`src/hdl/stag_pkg.sv`:
```
`timescale 1ns / 1ps
// Shared types, constants and codes of the strided tensor address generator.
package stag_pkg;

  localparam int NUM_DIMS       = 4;
  localparam int DIM_WIDTH      = 16;
  localparam int STRIDE_WIDTH   = 16;
  localparam int ADDR_WIDTH     = 32;
  localparam int REG_WIDTH      = 16;
  localparam int CFG_REGS       = 2 * NUM_DIMS;
  localparam int CFG_IDX_WIDTH  = $clog2(CFG_REGS);
  localparam int APB_DATA_WIDTH = 32;
  localparam int APB_ADDR_WIDTH = CFG_IDX_WIDTH + 2;

  // Register map: sizes first, outermost dimension at the lowest index, then strides.
  localparam int CFG_SIZE_BASE   = 0;
  localparam int CFG_STRIDE_BASE = NUM_DIMS;

  typedef enum logic {
    KIND_RESTART = 1'b0,
    KIND_ADVANCE = 1'b1
  } kind_t;

  typedef enum logic [1:0] {
    ST_IDLE,
    ST_WALK,
    ST_EMIT
  } state_t;

  typedef struct packed {
    kind_t           kind;
    logic [31:0]     start_offset;
  } cmd_t;

  typedef struct packed {
    logic [31:0] address;
    logic [15:0] pos_0;
    logic [15:0] pos_1;
    logic [15:0] pos_2;
    logic [15:0] pos_3;
    logic        done_res;
  } rsp_t;

  // Control handed to every cell of the counter chain.
  typedef struct packed {
    logic clear;
    logic token_in;
  } cell_ctrl_t;

  // Status a cell reports back while it holds the carry token.
  typedef struct packed {
    logic                  active;
    logic                  wrap;
    logic                  carry;
    logic [ADDR_WIDTH-1:0] delta;
  } cell_stat_t;

endpackage

```
`src/hdl/stag_if.sv`:
```
`timescale 1ns / 1ps
// Valid/ready channel interfaces for the command and response words.
interface stag_cmd_if;
  logic            valid;
  logic            ready;
  stag_pkg::cmd_t  data;

  modport source (output valid, output data, input ready);
  modport sink (input valid, input data, output ready);
endinterface

interface stag_rsp_if;
  logic            valid;
  logic            ready;
  stag_pkg::rsp_t  data;

  modport source (output valid, output data, input ready);
  modport sink (input valid, input data, output ready);
endinterface

```
`src/hdl/stag_cfg.sv`:
```
`timescale 1ns / 1ps
// APB register file holding the dimension sizes and strides.
module stag_cfg (
  input  logic                                clk,
  input  logic                                rst,
  input  logic                                psel,
  input  logic                                penable,
  input  logic                                pwrite,
  input  logic [stag_pkg::APB_ADDR_WIDTH-1:0] paddr,
  input  logic [stag_pkg::APB_DATA_WIDTH-1:0] pwdata,
  output logic [stag_pkg::APB_DATA_WIDTH-1:0] prdata,
  output logic                                pready,
  output logic [stag_pkg::DIM_WIDTH-1:0]      size [stag_pkg::NUM_DIMS],
  output logic [stag_pkg::STRIDE_WIDTH-1:0]   stride [stag_pkg::NUM_DIMS]
);

  logic [stag_pkg::REG_WIDTH-1:0]     regs [stag_pkg::CFG_REGS];
  logic [stag_pkg::CFG_IDX_WIDTH-1:0] idx;
  logic                               wr_en;

  assign idx    = paddr[stag_pkg::APB_ADDR_WIDTH-1:2];
  assign wr_en  = psel && penable && pwrite;
  assign pready = 1'b1;
  assign prdata = stag_pkg::APB_DATA_WIDTH'(regs[idx]);

  always_ff @(posedge clk) begin
    if (rst) begin
      for (int i = 0; i < stag_pkg::CFG_REGS; i++) begin
        regs[i] <= (i < stag_pkg::CFG_STRIDE_BASE) ? stag_pkg::REG_WIDTH'(1)
                                                   : '0;
      end
    end else if (wr_en) begin
      regs[idx] <= pwdata[stag_pkg::REG_WIDTH-1:0];
    end
  end

  always_comb begin
    for (int d = 0; d < stag_pkg::NUM_DIMS; d++) begin
      size[d]   = regs[stag_pkg::CFG_SIZE_BASE + d];
      stride[d] = regs[stag_pkg::CFG_STRIDE_BASE + d];
    end
  end

endmodule

```
`src/hdl/stag_cell.sv`:
```
`timescale 1ns / 1ps
// One dimension of the walk: position counter, wrap test and address step.
module stag_cell (
  input  logic                              clk,
  input  logic                              rst,
  input  logic [stag_pkg::DIM_WIDTH-1:0]    size,
  input  logic [stag_pkg::STRIDE_WIDTH-1:0] stride,
  input  stag_pkg::cell_ctrl_t              ctrl,
  output logic [stag_pkg::DIM_WIDTH-1:0]    pos,
  output stag_pkg::cell_stat_t              stat
);

  localparam int PROD_WIDTH = stag_pkg::DIM_WIDTH + stag_pkg::STRIDE_WIDTH;

  logic                              token;
  logic [stag_pkg::DIM_WIDTH-1:0]    size_eff;
  logic [stag_pkg::DIM_WIDTH:0]      pos_inc;
  logic                              wrap;
  logic [PROD_WIDTH-1:0]             wrap_amount;
  logic [stag_pkg::ADDR_WIDTH-1:0]   stride_ext;

  // A size of zero behaves as a size of one.
  assign size_eff   = (size == '0) ? stag_pkg::DIM_WIDTH'(1) : size;
  assign pos_inc    = {1'b0, pos} + (stag_pkg::DIM_WIDTH + 1)'(1);
  assign wrap       = pos_inc >= {1'b0, size_eff};
  assign stride_ext = stag_pkg::ADDR_WIDTH'(stride);

  // The full span of this dimension is kept ready in a register, so the
  // address step needs only one subtract while the token is here.
  always_ff @(posedge clk) begin
    wrap_amount <= PROD_WIDTH'(size_eff) * PROD_WIDTH'(stride);
  end

  always_ff @(posedge clk) begin
    if (rst) begin
      token <= 1'b0;
    end else begin
      token <= ctrl.token_in;
    end
  end

  always_ff @(posedge clk) begin
    if (rst) begin
      pos <= '0;
    end else if (ctrl.clear) begin
      pos <= '0;
    end else if (token) begin
      pos <= wrap ? '0 : pos_inc[stag_pkg::DIM_WIDTH-1:0];
    end
  end

  always_comb begin
    stat.active = token;
    stat.wrap   = wrap;
    stat.carry  = token && wrap;
    if (!token) begin
      stat.delta = '0;
    end else if (wrap) begin
      stat.delta = stride_ext - stag_pkg::ADDR_WIDTH'(wrap_amount);
    end else begin
      stat.delta = stride_ext;
    end
  end

endmodule

```
`src/hdl/strided_tensor_address_generator.sv`:
```
`timescale 1ns / 1ps
// Top level of the strided tensor address generator.
//
// Usage: words arrive on the cmd channel (valid/ready). A restart word loads
// start_offset as the address, zeroes every position and clears done; an
// advance word steps the walk one element in row-major order. Every
// accepted word yields exactly one response word on the rsp channel with
// the address, the four positions and the done flag after that step.
// Sizes and strides are written over the APB port while no word is in work.
//
// Timing: the carry travels outward through a chain of four counter cells,
// one cell per cycle. A restart, or an advance once the walk is finished,
// goes from acceptance straight to ST_EMIT; any other advance passes ST_WALK
// until a counter does not wrap or the outermost wraps. ST_EMIT loads the
// response register once it is free. One word is in work at a time.
// The response register decouples the two sides: a new command is taken
// while an earlier response still waits, and if the receiver stalls the
// next response is held back until the register frees up.
// Reset (rst, synchronous) zeroes positions and address, sets done, sizes
// to one and strides to zero; no walk runs until the first restart.
module strided_tensor_address_generator (
  input  logic                                clk,
  input  logic                                rst,
  stag_cmd_if.sink                            cmd,
  stag_rsp_if.source                          rsp,
  input  logic                                psel,
  input  logic                                penable,
  input  logic                                pwrite,
  input  logic [stag_pkg::APB_ADDR_WIDTH-1:0] paddr,
  input  logic [stag_pkg::APB_DATA_WIDTH-1:0] pwdata,
  output logic [stag_pkg::APB_DATA_WIDTH-1:0] prdata,
  output logic                                pready
);

  localparam int NUM_DIMS = stag_pkg::NUM_DIMS;

  logic [stag_pkg::DIM_WIDTH-1:0]    size [NUM_DIMS];
  logic [stag_pkg::STRIDE_WIDTH-1:0] stride [NUM_DIMS];
  logic [stag_pkg::DIM_WIDTH-1:0]    pos [NUM_DIMS];
  stag_pkg::cell_ctrl_t              ctrl [NUM_DIMS];
  stag_pkg::cell_stat_t              stat [NUM_DIMS];

  stag_pkg::state_t                  state;
  stag_pkg::state_t                  state_next;
  logic [stag_pkg::ADDR_WIDTH-1:0]   address;
  logic                              finished;
  logic                              rsp_valid;
  stag_pkg::rsp_t                    rsp_word;

  logic                              cmd_ready;
  logic                              accept;
  logic                              clear_all;
  logic                              start_walk;
  logic                              load_out;
  logic                              out_free;
  logic                              walk_end;
  logic                              walk_fin;
  logic [stag_pkg::ADDR_WIDTH-1:0]   delta_sum;

  stag_cfg u_cfg (
    .clk     (clk),
    .rst     (rst),
    .psel    (psel),
    .penable (penable),
    .pwrite  (pwrite),
    .paddr   (paddr),
    .pwdata  (pwdata),
    .prdata  (prdata),
    .pready  (pready),
    .size    (size),
    .stride  (stride)
  );

  // The token enters at the innermost cell and moves outward on each wrap.
  for (genvar d = 0; d < NUM_DIMS; d++) begin : g_cell
    assign ctrl[d].clear = clear_all;
    if (d == NUM_DIMS - 1) begin : g_inner
      assign ctrl[d].token_in = start_walk;
    end else begin : g_outer
      assign ctrl[d].token_in = stat[d+1].carry;
    end

    stag_cell u_cell (
      .clk    (clk),
      .rst    (rst),
      .size   (size[d]),
      .stride (stride[d]),
      .ctrl   (ctrl[d]),
      .pos    (pos[d]),
      .stat   (stat[d])
    );
  end

  // Only the cell holding the token gives a nonzero step, so OR merges them.
  // The walk ends where a counter does not wrap, or when the outermost wraps.
  always_comb begin
    delta_sum = '0;
    walk_end  = stat[0].active;
    for (int d = 0; d < NUM_DIMS; d++) begin
      delta_sum = delta_sum | stat[d].delta;
      walk_end  = walk_end | (stat[d].active && !stat[d].wrap);
    end
    walk_fin = stat[0].carry;
  end

  assign out_free   = !rsp_valid || rsp.ready;
  assign accept     = cmd.valid && cmd_ready;
  assign clear_all  = accept && cmd.data.kind == stag_pkg::KIND_RESTART;
  assign start_walk = accept && cmd.data.kind == stag_pkg::KIND_ADVANCE && !finished;

  always_comb begin
    state_next = state;
    case (state)
      stag_pkg::ST_IDLE: begin
        if (cmd.valid) begin
          if (cmd.data.kind == stag_pkg::KIND_RESTART || finished) begin
            state_next = stag_pkg::ST_EMIT;
          end else begin
            state_next = stag_pkg::ST_WALK;
          end
        end
      end
      stag_pkg::ST_WALK: begin
        if (walk_end) begin
          state_next = stag_pkg::ST_EMIT;
        end
      end
      stag_pkg::ST_EMIT: begin
        if (out_free) begin
          state_next = stag_pkg::ST_IDLE;
        end
      end
      default: begin
        state_next = stag_pkg::ST_IDLE;
      end
    endcase
  end

  always_comb begin
    cmd_ready  = 1'b0;
    load_out   = 1'b0;
    case (state)
      stag_pkg::ST_IDLE: begin
        cmd_ready = 1'b1;
      end
      stag_pkg::ST_WALK: begin
        cmd_ready = 1'b0;
      end
      stag_pkg::ST_EMIT: begin
        load_out = out_free;
      end
      default: begin
        cmd_ready = 1'b0;
      end
    endcase
  end

  always_ff @(posedge clk) begin
    if (rst) begin
      state <= stag_pkg::ST_IDLE;
    end else begin
      state <= state_next;
    end
  end

  always_ff @(posedge clk) begin
    if (rst) begin
      address  <= '0;
      finished <= 1'b1;
    end else if (clear_all) begin
      address  <= stag_pkg::ADDR_WIDTH'(cmd.data.start_offset);
      finished <= 1'b0;
    end else if (state == stag_pkg::ST_WALK) begin
      address <= address + delta_sum;
      if (walk_fin) begin
        finished <= 1'b1;
      end
    end
  end

  always_ff @(posedge clk) begin
    if (rst) begin
      rsp_valid <= 1'b0;
    end else if (load_out) begin
      rsp_valid <= 1'b1;
    end else if (rsp.ready) begin
      rsp_valid <= 1'b0;
    end
  end

  always_ff @(posedge clk) begin
    if (load_out) begin
      rsp_word.address  <= address;
      rsp_word.pos_0    <= pos[0];
      rsp_word.pos_1    <= pos[1];
      rsp_word.pos_2    <= pos[2];
      rsp_word.pos_3    <= pos[3];
      rsp_word.done_res <= finished;
    end
  end

  assign cmd.ready = cmd_ready;
  assign rsp.valid = rsp_valid;
  assign rsp.data  = rsp_word;

endmodule

```
`src/flat_wrapper.sv`:
```
// flat-port wrapper written by rule: the top's interface ports become plain ports
module strided_tensor_address_generator_flat 
  (clk, rst, psel, penable, pwrite, paddr, pwdata, prdata, pready, cmd_valid, cmd_data, cmd_ready, rsp_valid, rsp_data, rsp_ready);
  stag_cmd_if cmd_i ();
  stag_rsp_if rsp_i ();
  input  logic clk;
  input  logic rst;
  input  logic psel;
  input  logic penable;
  input  logic pwrite;
  input  logic [stag_pkg::APB_ADDR_WIDTH-1:0] paddr;
  input  logic [stag_pkg::APB_DATA_WIDTH-1:0] pwdata;
  output logic [stag_pkg::APB_DATA_WIDTH-1:0] prdata;
  output logic pready;
  input wire logic [$bits(cmd_i.valid)-1:0] cmd_valid;
  input wire logic [$bits(cmd_i.data)-1:0] cmd_data;
  output wire logic [$bits(cmd_i.ready)-1:0] cmd_ready;
  output wire logic [$bits(rsp_i.valid)-1:0] rsp_valid;
  output wire logic [$bits(rsp_i.data)-1:0] rsp_data;
  input wire logic [$bits(rsp_i.ready)-1:0] rsp_ready;
  assign cmd_i.valid = cmd_valid;
  assign cmd_i.data = cmd_data;
  assign cmd_ready = cmd_i.ready;
  assign rsp_valid = rsp_i.valid;
  assign rsp_data = rsp_i.data;
  assign rsp_i.ready = rsp_ready;
  strided_tensor_address_generator u_core (.clk(clk), .rst(rst), .cmd(cmd_i), .rsp(rsp_i), .psel(psel), .penable(penable), .pwrite(pwrite), .paddr(paddr), .pwdata(pwdata), .prdata(prdata), .pready(pready));
endmodule
```
`config.mk`:
```
export PLATFORM = sky130hd
export DESIGN_NAME = strided_tensor_address_generator_flat
export DESIGN_NICKNAME = d
export VERILOG_FILES = /design/src/hdl/stag_pkg.sv /design/src/hdl/stag_if.sv /design/src/hdl/stag_cfg.sv /design/src/hdl/stag_cell.sv /design/src/hdl/strided_tensor_address_generator.sv /design/src/flat_wrapper.sv
export SDC_FILE = /design/constraint.sdc
export NUM_CORES = 2
export LEC_CHECK = 0
export BUFFER_PORTS_ARGS = -buffer_cell sky130_fd_sc_hd__buf_4
export CAP_MARGIN = 20
export CORE_UTILIZATION = 60
export CTS_CLUSTER_DIAMETER = 80
export CTS_CLUSTER_SIZE = 30
export DETAILED_ROUTE_END_ITERATION = 8
export GPL_TIMING_DRIVEN = 0
export HOLD_SLACK_MARGIN = 0.02
export PLACE_DENSITY = 0.74
export SYNTH_ARGS = -nofsm -noshare
export SYNTH_HDL_FRONTEND = slang
export SYNTH_SLANG_ARGS = --single-unit
```
`constraint.sdc`:
```
create_clock -name clk -period 7.9 [get_ports clk]
set_clock_uncertainty 0.1 [all_clocks]
set_input_delay 1.58 -clock clk [delete_from_list [all_inputs] [get_ports clk]]
set_output_delay 1.58 -clock clk [all_outputs]
set_load 0.02 [all_outputs]
```
==> results.py <==
metrics = {
    "run_status": {
        "status": "completed",
    },
    "timing": {
        "fmax_ghz": 0.129,
        "period_share_pct": 97.8,
        "rsz0062_at_grt": "yes",
        "finalHoldViolCount": 0,
        "fin_crit_ns": 7.73,
        "max_slew_margin_pct": 22.7,
        "whs_ns": 0.334,
        "slew_violations": 0,
        "setup_viol": 0,
        "worst_slew_pin_slew_ns": 1.16,
    },
    "placed_design": {
        "dpl.cell_count": 7933,
        "dp_hpwl_um": 152000,
        "io_buffers": 170,
        "gp_congestion": 1.03,
    },
    "clock_network": {
        "cts_tree": "done",
        "clk_latency_ns": 0.66,
        "cts_buffers": 29,
        "ctsHoldBuffers": 0,
        "htreeDepth": 1,
        "clkTransAtPathRegs_ns": 0.10,
        "cts_buffer_depth": 3,
        "root_buffer": "clkbuf_16",
        "clock_sinks": 457,
    },
    "power_and_ir_drop": {
        "p_leak_nw": 30.4,
        "pwr_density_cell_nw_per_um2": 416,
        "peakVddDrop_v": 0.000662,
        "p_total_mw": 26.2,
    },
    "floorplan": {
        "die_y_um": 313,
        "rows": 113,
        "coreArea_um2": 95600,
        "io_pins": 209,
        "fp.dieW_um": 313,
        "die_area_um2": 98200,
        "start_util_pct": 60.9,
    },
    "yosys": {
        "synth_top_area_share_pct": 26.9,
        "ys_warn_count": 0,
        "synth_area_per_cell_um2": 8.98,
        "ys_ff_latch": 457,
        "yosysTopAreaCell": "fa_1",
        "synth_cell_types": 82,
        "yosysSeqAreaShare_pct": 19.6,
        "synth_area_um2": 58200,
        "synthFlopType": "dfxtp_1",
        "ys_top_cells_by_area": "fa_1 27%, ha_1 12%, edfxtp_1 12%, dfxtp_1 8.0%, inv_1 7.0%",
        "synth_edf_count": 225,
        "syn_inst": 6477,
        "async_reset_ff_share_pct": 0,
    },
    "min_path": {
        "min_from": "u_core.g_cell[3].u_cell.pos[3]",
        "worstHoldPathType": "reg2reg",
    },
    "routing": {
        "firstDrtPassIters": 7,
        "wl_per_cell_um": 23.5,
        "drc": 0,
        "first_iter_violations": 5023,
        "vias_per_cell": 5.96,
        "postRouteWirelength_um": 189000,
        "ant_nets": 0,
        "vias": 47900,
    },
    "grt": {
        "grt_max_degree": 33,
        "grt_pass1_vias": 47700,
        "grt_pass1_wl_um": 284000,
        "antenna_found_initial": 18,
        "gr-total-overflow": 0,
        "grt_usage_pct": 38.6,
    },
    "cells_and_area": {
        "utilization_pct": 66.0,
        "drive_gt1_share_pct": 6.43,
        "final_cells": 8033,
        "area_delta_synth_final_pct": 8.36,
        "nets": 8175,
    },
    "flow_run": {
        "cap_viol_max_count": 0,
    },
    "setup_path": {
        "reg2reg_from": "u_core.u_cfg.regs[6][9]",
        "cp-startpoint": "u_core.u_cfg.regs[6][9]",
        "critPathArrivalTime_ns": 8.21,
        "crit_type": "reg2reg",
        "cp_data_required_time_ns": 8.38,
        "startpoint_type": "flop",
        "worst_setup_path_end_kind": "flop",
        "critPathMaxFanout": 10,
    },
}
## registers in the layout, summed over array words and instances, names as in the netlist
name / flops
u_core.address: 32
u_core.finished: 1
u_core.g_cell.u_cell.pos: 64
u_core.g_cell.u_cell.token: 4
u_core.g_cell.u_cell.wrap_amount: 128
u_core.rsp.data: 97
u_core.rsp.valid: 1
u_core.state: 2
u_core.u_cfg.regs: 128
## synthesized netlist by cell type, types with 110 or more instances
cell / instances
inv_1: 1092
edfxtp_1: 225
nor2_1: 316
xor2_1: 110
a21oi_1: 244
clkbuf_1: 282
fa_1: 781
nand2_1: 793
dfxtp_1: 232
and2_1: 517
ha_1: 579
xnor2_1: 183
o21ai_0: 154
## power by group
part	internal, mW	total (mW)	leakage (nW)	switching (mW)
combinational	8.49	20.9	25.8	12.4
sequential	3.21	3.56	4.07	0.352
clock	0.775	1.81	0.524	1.04
## critical path, cell delays in order, from the launching register on
cell	delay, ns
edfxtp_1	0.37
clkbuf_1	0.80
clkbuf_1	0.56
nand2_1	0.14
fa_1	0.51
inv_1	0.06
fa_1	0.50
inv_1	0.05
fa_1	0.52
inv_1	0.06
fa_1	0.48
fa_1	0.51
inv_1	0.05
fa_1	0.49
inv_1	0.04
ha_1	0.32
nand2_1	0.08
or2_2	0.34
a221o_1	0.32
a21oi_1	0.22
o21ai_1	0.17
o31ai_2	0.39
buf_4	0.19
a211o_1	0.13
a21oi_1	0.07
xnor2_1	0.17
## placed cells by master (no fill, tap or decap), types with 12 or more instances in the layout
master        n
a21oi_1     242
nor2b_1      53
nor4_1       30
nor2_1      312
and3_1       39
or3_1        27
xor2_1      110
inv_1      1090
nand2_1     793
xnor2_1     183
conb_1       17
fa_1        781
nand3_1      68
or2_2        19
o21ai_1      12
buf_4       271
a22oi_1      92
o21a_1       30
ha_1        576
o21bai_1     25
o21ai_0     153
and2_1      517
o211ai_1     34
a21o_1       87
a311oi_1     15
a211oi_1     27
clkbuf_16    29
nand2b_1     46
clkbuf_1    214
nand3b_1     25
nand4_1      46
dfxtp_1     228
clkbuf_2     16
edfxtp_1    225
nor3_1       76
## per-layer routing
metal / part of all wire, % / GRT usage [%]
met5: 0.085 / 0
met4: 4.5 / 15.0
met3: 12 / 10.1
met2: 44 / 59.7
met1: 40 / 52.0
## per-stage QoR
step / cell area [um2] / setup WS [ns] / setup TNS, ns
2_1_floorplan: 58200 / 1.13 / 0
3_3_place_gp: 61100 / -1.62 / -65.38
3_5_place_dp: 61200 / -1.31 / -18.20
4_1_cts: 62400 / 0.000107 / 0
5_1_grt: 63000 / -0.0289 / -0.0741
6_report: 63000 / 0.171 / 0
## path summary, 6_finish.rpt
check	end	slack (ns)	depth (start not counted)
worst min-delay path	u_core.rsp.data[4]	0.33	0
worst min register to register	u_core.rsp.data[4]	0.33	0
worst max-delay path	u_core.g_cell[2].u_cell.wrap_amount[30]	0.17	25
worst max register to register	u_core.g_cell[2].u_cell.wrap_amount[30]	0.17	25
## cell families (layout without fill, tap and decap cells)
| family | after synthesis | after routing | synth area share (%) |
|---|---|---|---|
| XOR/XNOR | 294 | 294 | 4.44 |
| multiplexers | 14 | 14 | 0.254 |
| buffers and inverters | 1403 | 1671 | 9.16 |
| adder cells (fa/ha/maj) | 1360 | 1360 | 39.3 |
| flip-flops | 457 | 457 | 19.6 |
| other | 2 | 25 | 0.0129 |
| AO/OA/AOI/OAI | 841 | 841 | 9.40 |
| AND/OR/NAND/NOR | 2106 | 2106 | 17.8 |
## what timing repair did
action / CTS / global route
gates resized for setup: 24 / 81
setup endpoints to repair: 44 / 30
setup buffers: 18 / 65
pin swaps: 3 / 8
hold endpoints to repair: 0 / 0
## layout make-up
| class | instances | area (um2) |
|---|---|---|
| antenna | 8 | 20.0 |
| buffer | 261 | 1090 |
| clock buffer | 31 | 743 |
| clock inverter | 22 | 344 |
| fill | 8068 | 32500 |
| inverter | 1096 | 4110 |
| multi-input combinational | 4632 | 41700 |
| sequential | 457 | 11400 |
| tap | 1265 | 1580 |
| timing repair buffer | 261 | 2040 |
No activity file was read; power rests on OpenSTA's default activity.
